--- config.mk ---
export PLATFORM = sky130hd
export DESIGN_NAME = lgps_coord
export DESIGN_NICKNAME = d
export VERILOG_FILES = /design/src/linear_gradient_pixel_shader_core_defines.svh /design/src/lgps_pkg.sv /design/src/lgps_coord.sv
export SDC_FILE = /design/constraint.sdc
export NUM_CORES = 2
export LEC_CHECK = 0
export ABC_AREA = 1
export BUFFER_PORTS_ARGS = -buffer_cell sky130_fd_sc_hd__buf_2
export CELL_PAD_IN_SITES_DETAIL_PLACEMENT = 0
export CELL_PAD_IN_SITES_GLOBAL_PLACEMENT = 1
export CORE_MARGIN = 1
export CORE_UTILIZATION = 45
export CTS_BUF_LIST = sky130_fd_sc_hd__clkbuf_2 sky130_fd_sc_hd__clkbuf_4 sky130_fd_sc_hd__clkbuf_8
export CTS_CLUSTER_SIZE = 40
export DETAILED_ROUTE_END_ITERATION = 10
export PLACE_DENSITY_LB_ADDON = 0.25
export SYNTH_ARGS = -nofsm -noshare
export SYNTH_HDL_FRONTEND = slang
export SYNTH_SLANG_ARGS = --single-unit
--- constraint.sdc ---
create_clock -name aclk -period 44.2 [get_ports aclk]
set_clock_uncertainty 0.2 [all_clocks]
set_input_delay 8.84 -clock aclk [delete_from_list [all_inputs] [get_ports aclk]]
set_output_delay 8.84 -clock aclk [all_outputs]
set_load 0.005 [all_outputs]
--- src/linear_gradient_pixel_shader_core_defines.svh ---
// ---------------------------------------------------------------------------
// Assertion macros for the linear gradient pixel shader core
// Shared concurrent assertion forms used at the end of the top level.
// ---------------------------------------------------------------------------
`ifndef LINEAR_GRADIENT_PIXEL_SHADER_CORE_DEFINES_SVH
`define LINEAR_GRADIENT_PIXEL_SHADER_CORE_DEFINES_SVH

// Implication checked on every rising clock edge outside of reset.
`define LGPS_ASSERT_IMPLIES(label, clk, rst_n, ante, cons, msg) \
    label: assert property (@(posedge clk) disable iff (!rst_n) (ante) |-> (cons)) \
        else $error(msg);

// The same check bound to the core clock and reset.
`define LGPS_ASSERT_CORE(label, ante, cons, msg) \
    `LGPS_ASSERT_IMPLIES(label, aclk, aresetn, ante, cons, msg)

`endif

--- src/lgps_pkg.sv ---
// ---------------------------------------------------------------------------
// Linear gradient pixel shader package
// Transaction types, register indexes and code constants for the core.
// ---------------------------------------------------------------------------
package lgps_pkg;

    // Input commands.
    localparam logic CMD_RAMP_WRITE = 1'b0;
    localparam logic CMD_SHADE      = 1'b1;

    // Spread modes; the unused code behaves as pad.
    localparam logic [1:0] SPREAD_PAD     = 2'd0;
    localparam logic [1:0] SPREAD_REFLECT = 2'd1;
    localparam logic [1:0] SPREAD_REPEAT  = 2'd2;

    // Result write kinds.
    localparam logic [1:0] WK_NONE   = 2'd0;
    localparam logic [1:0] WK_OPAQUE = 2'd1;
    localparam logic [1:0] WK_BLEND  = 2'd2;

    // Configuration register indexes.
    localparam int unsigned CFG_INDEX_W = 2;
    localparam int unsigned CFG_DATA_W  = 32;
    localparam logic [CFG_INDEX_W-1:0] REG_GRAD_STEP_X = 2'd0;
    localparam logic [CFG_INDEX_W-1:0] REG_GRAD_STEP_Y = 2'd1;
    localparam logic [CFG_INDEX_W-1:0] REG_GRAD_OFFSET = 2'd2;
    localparam logic [CFG_INDEX_W-1:0] REG_SPREAD_MODE = 2'd3;

    // Ramp geometry.
    localparam int unsigned RAMP_DEPTH  = 256;
    localparam int unsigned RAMP_SLOT_W = 8;
    localparam int unsigned COLOR_W     = 32;

    // Input transaction.
    typedef struct packed {
        logic        command;
        logic [7:0]  ramp_slot_in;
        logic [31:0] ramp_color;
        logic [11:0] pixel_x;
        logic [11:0] pixel_y;
        logic [7:0]  dst_red;
        logic [7:0]  dst_green;
        logic [7:0]  dst_blue;
        logic [7:0]  dst_alpha;
    } lgps_in_t;

    // Result transaction.
    typedef struct packed {
        logic [1:0] write_kind;
        logic [7:0] out_red;
        logic [7:0] out_green;
        logic [7:0] out_blue;
        logic [7:0] out_alpha;
        logic [7:0] ramp_slot_out;
    } lgps_out_t;

    // Configuration register file.
    typedef struct packed {
        logic signed [31:0] grad_step_x;
        logic signed [31:0] grad_step_y;
        logic signed [31:0] grad_offset;
        logic [1:0]         spread_mode;
    } lgps_cfg_t;

    // Item between coordinate, ramp and blend sections. The slot is the write
    // address for ramp writes and the lookup index for shaded pixels; the color
    // is the write data before the ramp and the ramp color after it.
    typedef struct packed {
        logic        command;
        logic [7:0]  ramp_slot;
        logic [31:0] ramp_color;
        logic [7:0]  dst_red;
        logic [7:0]  dst_green;
        logic [7:0]  dst_blue;
        logic [7:0]  dst_alpha;
    } lgps_mid_t;

endpackage

--- src/lgps_coord.sv ---
// ---------------------------------------------------------------------------
// Gradient coordinate pipeline
// Four stages: products, sum, spread mapping and ramp index rounding.
// ---------------------------------------------------------------------------
module lgps_coord #(
    parameter int COORD_BITS = 12,
    parameter int FRAC_BITS  = 16
) (
    input  logic              aclk,
    input  logic              aresetn,
    input  lgps_pkg::lgps_cfg_t cfg,
    input  logic              in_valid,
    output logic              in_ready,
    input  lgps_pkg::lgps_in_t  in_item,
    output logic              out_valid,
    input  logic              out_ready,
    output lgps_pkg::lgps_mid_t out_item
);
    import lgps_pkg::*;

    // Twice the coordinate carries one more fraction bit.
    localparam int FB     = FRAC_BITS + 1;
    localparam int PROD_W = 32 + COORD_BITS + 2;
    localparam int U_W    = (COORD_BITS + 36 > FRAC_BITS + 19) ? COORD_BITS + 36
                                                               : FRAC_BITS + 19;
    localparam int M_W    = 16 + FB;
    localparam int S_W    = M_W + 8;
    localparam int IDX_LO = 15 + FB;

    localparam logic signed [U_W-1:0] BIAS   = {{(U_W-1){1'b0}}, 1'b1} << (14 + FB);
    localparam logic signed [U_W-1:0] PERIOD = {{(U_W-1){1'b0}}, 1'b1} << (15 + FB);
    localparam logic [M_W-1:0]        PERIOD_M = {1'b1, {(M_W-1){1'b0}}};
    localparam logic [S_W-1:0]        HALF   = {{(S_W-1){1'b0}}, 1'b1} << (14 + FB);

    // Stage valid bits and advance enables.
    logic [3:0] vld_reg;
    logic [3:0] vld_next;
    logic       en1, en2, en3, en4;

    assign en4      = !vld_reg[3] || out_ready;
    assign en3      = !vld_reg[2] || en4;
    assign en2      = !vld_reg[1] || en3;
    assign en1      = !vld_reg[0] || en2;
    assign in_ready = en1;
    assign out_valid = vld_reg[3];

    always_comb begin
        vld_next = vld_reg;
        if (en1) vld_next[0] = in_valid;
        if (en2) vld_next[1] = vld_reg[0];
        if (en3) vld_next[2] = vld_reg[1];
        if (en4) vld_next[3] = vld_reg[2];
    end

    always_ff @(posedge aclk) begin
        if (!aresetn) begin
            vld_reg <= '0;
        end else begin
            vld_reg <= vld_next;
        end
    end

    // Stage 1: per-axis products at the pixel center, offset term.
    logic [COORD_BITS-1:0]    x_c, y_c;
    logic signed [PROD_W-1:0] prod_x_next, prod_y_next;
    logic signed [PROD_W-1:0] prod_x_reg, prod_y_reg;
    logic signed [U_W-1:0]    offs_next, offs_reg;
    lgps_in_t                 item1_reg;

    assign x_c         = COORD_BITS'(in_item.pixel_x);
    assign y_c         = COORD_BITS'(in_item.pixel_y);
    assign prod_x_next = cfg.grad_step_x * $signed({1'b0, x_c, 1'b1});
    assign prod_y_next = cfg.grad_step_y * $signed({1'b0, y_c, 1'b1});
    assign offs_next   = (U_W'(cfg.grad_offset) <<< 1) + BIAS;

    // Stage 2: unwrapped coordinate.
    logic signed [U_W-1:0] u_next, u_reg;
    lgps_in_t              item2_reg;

    assign u_next = U_W'(prod_x_reg) + U_W'(prod_y_reg) + offs_reg;

    // Stage 3: spread mapping onto zero to one period.
    logic [M_W-1:0] r_fold;
    logic [M_W-1:0] m_next, m_reg;
    lgps_in_t       item3_reg;

    assign r_fold = u_reg[M_W-1:0];

    always_comb begin
        case (cfg.spread_mode)
            SPREAD_REPEAT: begin
                m_next = {1'b0, u_reg[M_W-2:0]};
            end
            SPREAD_REFLECT: begin
                // Above one period the fold is two periods minus the value.
                m_next = (r_fold > PERIOD_M) ? (~r_fold + 1'b1) : r_fold;
            end
            default: begin
                if (u_reg[U_W-1]) begin
                    m_next = '0;
                end else if (u_reg > PERIOD) begin
                    m_next = PERIOD_M;
                end else begin
                    m_next = u_reg[M_W-1:0];
                end
            end
        endcase
    end

    // Stage 4: index = round(m * 255 / period); the result never exceeds 255.
    logic [S_W-1:0] scaled;
    lgps_mid_t      out_next, out_reg;

    assign scaled = {m_reg, 8'b0} - S_W'(m_reg) + HALF;

    always_comb begin
        out_next.command    = item3_reg.command;
        out_next.ramp_slot  = (item3_reg.command == CMD_SHADE)
                              ? scaled[IDX_LO+7:IDX_LO] : item3_reg.ramp_slot_in;
        out_next.ramp_color = item3_reg.ramp_color;
        out_next.dst_red    = item3_reg.dst_red;
        out_next.dst_green  = item3_reg.dst_green;
        out_next.dst_blue   = item3_reg.dst_blue;
        out_next.dst_alpha  = item3_reg.dst_alpha;
    end

    assign out_item = out_reg;

    // Payload registers move with their stage enables.
    always_ff @(posedge aclk) begin
        if (en1) begin
            prod_x_reg <= prod_x_next;
            prod_y_reg <= prod_y_next;
            offs_reg   <= offs_next;
            item1_reg  <= in_item;
        end
        if (en2) begin
            u_reg     <= u_next;
            item2_reg <= item1_reg;
        end
        if (en3) begin
            m_reg     <= m_next;
            item3_reg <= item2_reg;
        end
        if (en4) begin
            out_reg <= out_next;
        end
    end

endmodule

Yosys cells after proc, flatten, opt, wreduce, memory -nomap -nowiden
Cells that the tools add are included.

Register bits after elaboration: 517. Output and inout bits: 75.

$add $sub $neg: 6. Multiply operators: 2. $lt $le $gt $ge: 2. Equality and inequality tests: 2. Multiplexer cells: 5. Bitwise logic cells: 1. Reduce and logical (&&, ||, !) cells: 8.

Operator list (number): $mux 33 (3); $mul 32x14->46 (2); $pmux 33 s2 (1); $add 47x48->48 (1); $gt 48x34->1 const B (1); $add 46x46->47 (1); $add 40x32->40 const B (1); $sub 40x33->40 (1); $add 33x33->34 const B (1); $add 33x1->33 const B (1); $gt 33x33->1 const B (1); $not 33->33 (1); $mux 8 (1); $logic_not 1->1 (4); $logic_or 1x1->1 (4); $eq 2x1->1 const B (1); $eq 2x2->1 const B (1).

Logic depth before layout (Yosys ltp)
Depth after elaboration: 5. Gate-level depth with buffers: 28. Gate-level depth less buffers: 27.

Worst setup path after synthesis
Ideal clock, no wire load.

Path kind: input-to-output. From: in out_ready. To: out in_ready. Arrival: 17.088 ns. Required time: 35.160 ns. Path slack: 18.072 ns. Cell stages on the path: 6. Path through: nor2_1 inv_1 nor2_1 inv_1 nor2_1 nand2_1.

Cells in the longest elaborated chain, start to end: 4.

Ends and longest elaborated chain: from (decl) (RTL line lgps_coord.sv:16) `input logic out_ready,`; $logic_or 1x1->1 (RTL line lgps_coord.sv:40) `assign en4 = !vld_reg[3] || out_ready;`; net en4 (RTL line lgps_coord.sv:38) `logic en1, en2, en3, en4;`; $logic_or 1x1->1 (RTL line lgps_coord.sv:41) `assign en3 = !vld_reg[2] || en4;`; net en3 (RTL line lgps_coord.sv:38); $logic_or 1x1->1 (RTL line lgps_coord.sv:42) `assign en2 = !vld_reg[1] || en3;`; $logic_or 1x1->1 (RTL line lgps_coord.sv:43) `assign en1 = !vld_reg[0] || en2;`; to (decl) (RTL line lgps_coord.sv:13) `output logic in_ready,`.

The timed path passes the listed nets, and every way through them passes these cells.

Worst setup path after layout
Same ends and word-level chain as after synthesis.

==> metrics.md <==
| Metric | Value |
|---|---|
| Clock transition at path regs | `0.06 ns` |
| RSZ-0062 raised after global routing | `no` |
| Arr. time, crit path | `10.25 ns` |
| Number of global-route vias before repair | `42.2k` |
| CP peak stage delay | `0.40 ns` |
| Unique masters post-synth | `36` |
| # rows | `128` |
| Final Net Count | `8069` |
| Commonest non-fill, non-tap cell in the layout | `nand2_1` |
| Clock buffer count from CTS | `79` |
| Status | `finished clean` |
| H-Tree Depth | `3` |
| Die Width | `352 um` |
| Gates resized, CTS repair | `0` |
| #FFs+latches synth | `502` |
| Max FO, Critical Path | `40` |
| Core Region | `0.122 mm^2` |
| Clk_lat worst skew | `0.68 ns` |
| Vias per inst | `4.89` |
| Max Slew Vio Count | `0` |
| Max-slew headroom | `35.1%` |
| Synthesis-to-finish area growth | `8.11%` |
| IO Pins | `274` |
| Fin Setup TNS | `0 ns` |
| GPL Wtd Cong | `0.952` |
| Reg2reg path depth | `12` |
| Fin area | `0.0597 mm^2` |
| First-pass GRT wire length | `235000 um` |
| Final Hold Vio Count | `0` |
| Die area | `0.124 mm^2` |
| Worst Path Required | `35.16 ns` |
| Seq/Total Area, Yosys | `27.2%` |
| DRT Pass-1 Iters | `5` |
| WHS Endpoint | `item2_reg[6]$_DFFE_PP_` |
| Dpl cell area | `0.0581 mm^2` |
| Crit end category | `output pin` |
| Largest net degree at the start of global routing | `75` |
| Register-to-register setup slack | `40.57 ns` |
| Fin crit period | `19.30 ns` |
| Crit path kind | `input pin to output pin` |
| Reg2reg end | `u_reg[47]$_DFFE_PP_` |
| Vias | `41.2k` |
| Startpoint Class | `input pin` |
| CTS tree | `done` |
| Gate Count Post-Synth | `6540` |
| Drt wl/cell | `17.4 um` |
| Min-delay src | `item1_reg[6]$_DFFE_PP_` |
| Clock buffer depth | `3` |
| Pre-CTS setup slack | `24.84 ns` |
| Mapped Area | `0.0552 mm^2` |
| Die Y | `352 um` |
| Hold path depth | `0` |
| DP HPWL | `121000 um` |
| Remaining global-route overflow | `0` |
| Port buffer count | `273` |
| Starting Density | `45.4%` |
| GRT Util Overall | `24.2%` |
| Max-Cap Viols | `0` |
| Post-layout worst setup margin | `24.91 ns` |
| Post-CTS Setup Repair Bufs | `0` |
| FF-to-FF Start | `prod_y_reg[1]$_DFFE_PP_` |
| Antenna violations before repair | `5` |
| Synth warn | `0` |
| Routed WL | `147000 um` |
| Clk root buf | `clkbuf_8` |
| Final Setup Violations | `0` |
| Slew @ Worst Pin | `0.973 ns` |
| Most frequent cells in the layout | `nand2_1 (1817), inv_1 (1712), fa_1 (802)` |
| DRT antenna net count | `0` |
| Fmax | `51.8 MHz` |
| Hold_buf cts | `0` |
| Initial DRC count | `2742` |
| CP Cell Sequence | `buf_2 -> nor2_1 -> inv_2 -> nor2_1 -> inv_4 -> nor2_1 -> nand2_4 -> buf_2` |
| Crit share post-route | `43.7%` |
| Layout cell share with drive strength beyond 1 | `6.21%` |
| Hold crit path type | `register to register` |
| CP max stage cell | `nor2_1` |
| Avg Inst Size Synth | `8.45 um^2` |
| Syn Nets | `7859` |
| Most used cell, CP | `nor2_1` |
| # DRC | `0` |
| CTS sink cnt | `502` |
==> kinds of logic (layout without fill, tap and decap cells) <==
family	Yosys count	in the layout	share of synthesized area, %
AO/OA/AOI/OAI	425	425	4.08
buffers and inverters	1871	2139	12.8
AND/OR/NAND/NOR	2528	2528	18.2
flip-flops	502	502	27.2
adder cells (fa/ha/maj)	1120	1120	36.3
other	0	1	0
XOR/XNOR	94	94	1.49
==> metal layers <==
layer	track usage, %	up-vias	wire, um
li1	-	19957	-
met2	39.6	1012	68300
met5	0	-	52
met3	2.36	192	6780
met4	5.55	8	3000
met1	34.8	20080	68800
==> worst max-delay path, delay by kind of cell <==
family	cells	cell delay (ns)
and+or+nand+nor	4	0.85
buffers and inverters	4	0.55
==> cells in the mapped netlist, drive strengths merged <==
cell type | instances | share of area [%]
a21boi | 1 | 0.014
a21o | 15 | 0.20
a21oi | 237 | 2.1
a31oi | 3 | 0.034
and2 | 2 | 0.023
and3 | 1 | 0.011
buf | 6 | 0.088
clkbuf | 149 | 1.0
dfxtp | 4 | 0.14
edfxtp | 498 | 27
fa | 802 | 29
ha | 318 | 7.2
inv | 1716 | 12
nand2 | 1819 | 12
nand3 | 224 | 2.0
nand3b | 11 | 0.15
nand4 | 59 | 0.67
nor2 | 381 | 2.6
nor3 | 21 | 0.19
nor3b | 1 | 0.014
nor4 | 7 | 0.079
o211ai | 3 | 0.041
o21a | 5 | 0.068
o21ai | 138 | 1.3
o21bai | 23 | 0.31
or2 | 2 | 0.023
xnor2 | 33 | 0.52
xor2 | 61 | 0.97
==> final cells by class <==
type / instances / area (um^2)
antenna: 1 / 2.50
clock buffer: 102 / 1280
clock inverter: 37 / 308
fill: 11835 / 62000
inverter: 1716 / 6450
multi-input combinational: 4167 / 33200
sequential: 502 / 15000
tap: 1625 / 2030
timing repair buffer: 284 / 1450
==> worst max-delay path by stage <==
stage | start | end | slack [ns] | cells past startpoint
floorplan | out_ready | in_ready | 18.07 | 6
global placement | out_ready | in_ready | 24.83 | 8
detailed placement | out_ready | in_ready | 24.84 | 8
CTS | out_ready | in_ready | 24.83 | 8
global route | out_ready | in_ready | 24.75 | 8
finish | out_ready | in_ready | 24.91 | 8
==> through the flow <==
step                utilization (%)  std cells  hold WS (ns)
global placement               47.8       8294         0.200
detailed placement             47.8       8294         0.205
global route                   49.1       8434         0.215
floorplan                         -       6540         0.200
CTS                            49.1       8433         0.203
finish                         49.1       8434         0.206
Power is not shown: default switching activity piles up to over one toggle a cycle in this logic, so the estimate is an artifact.
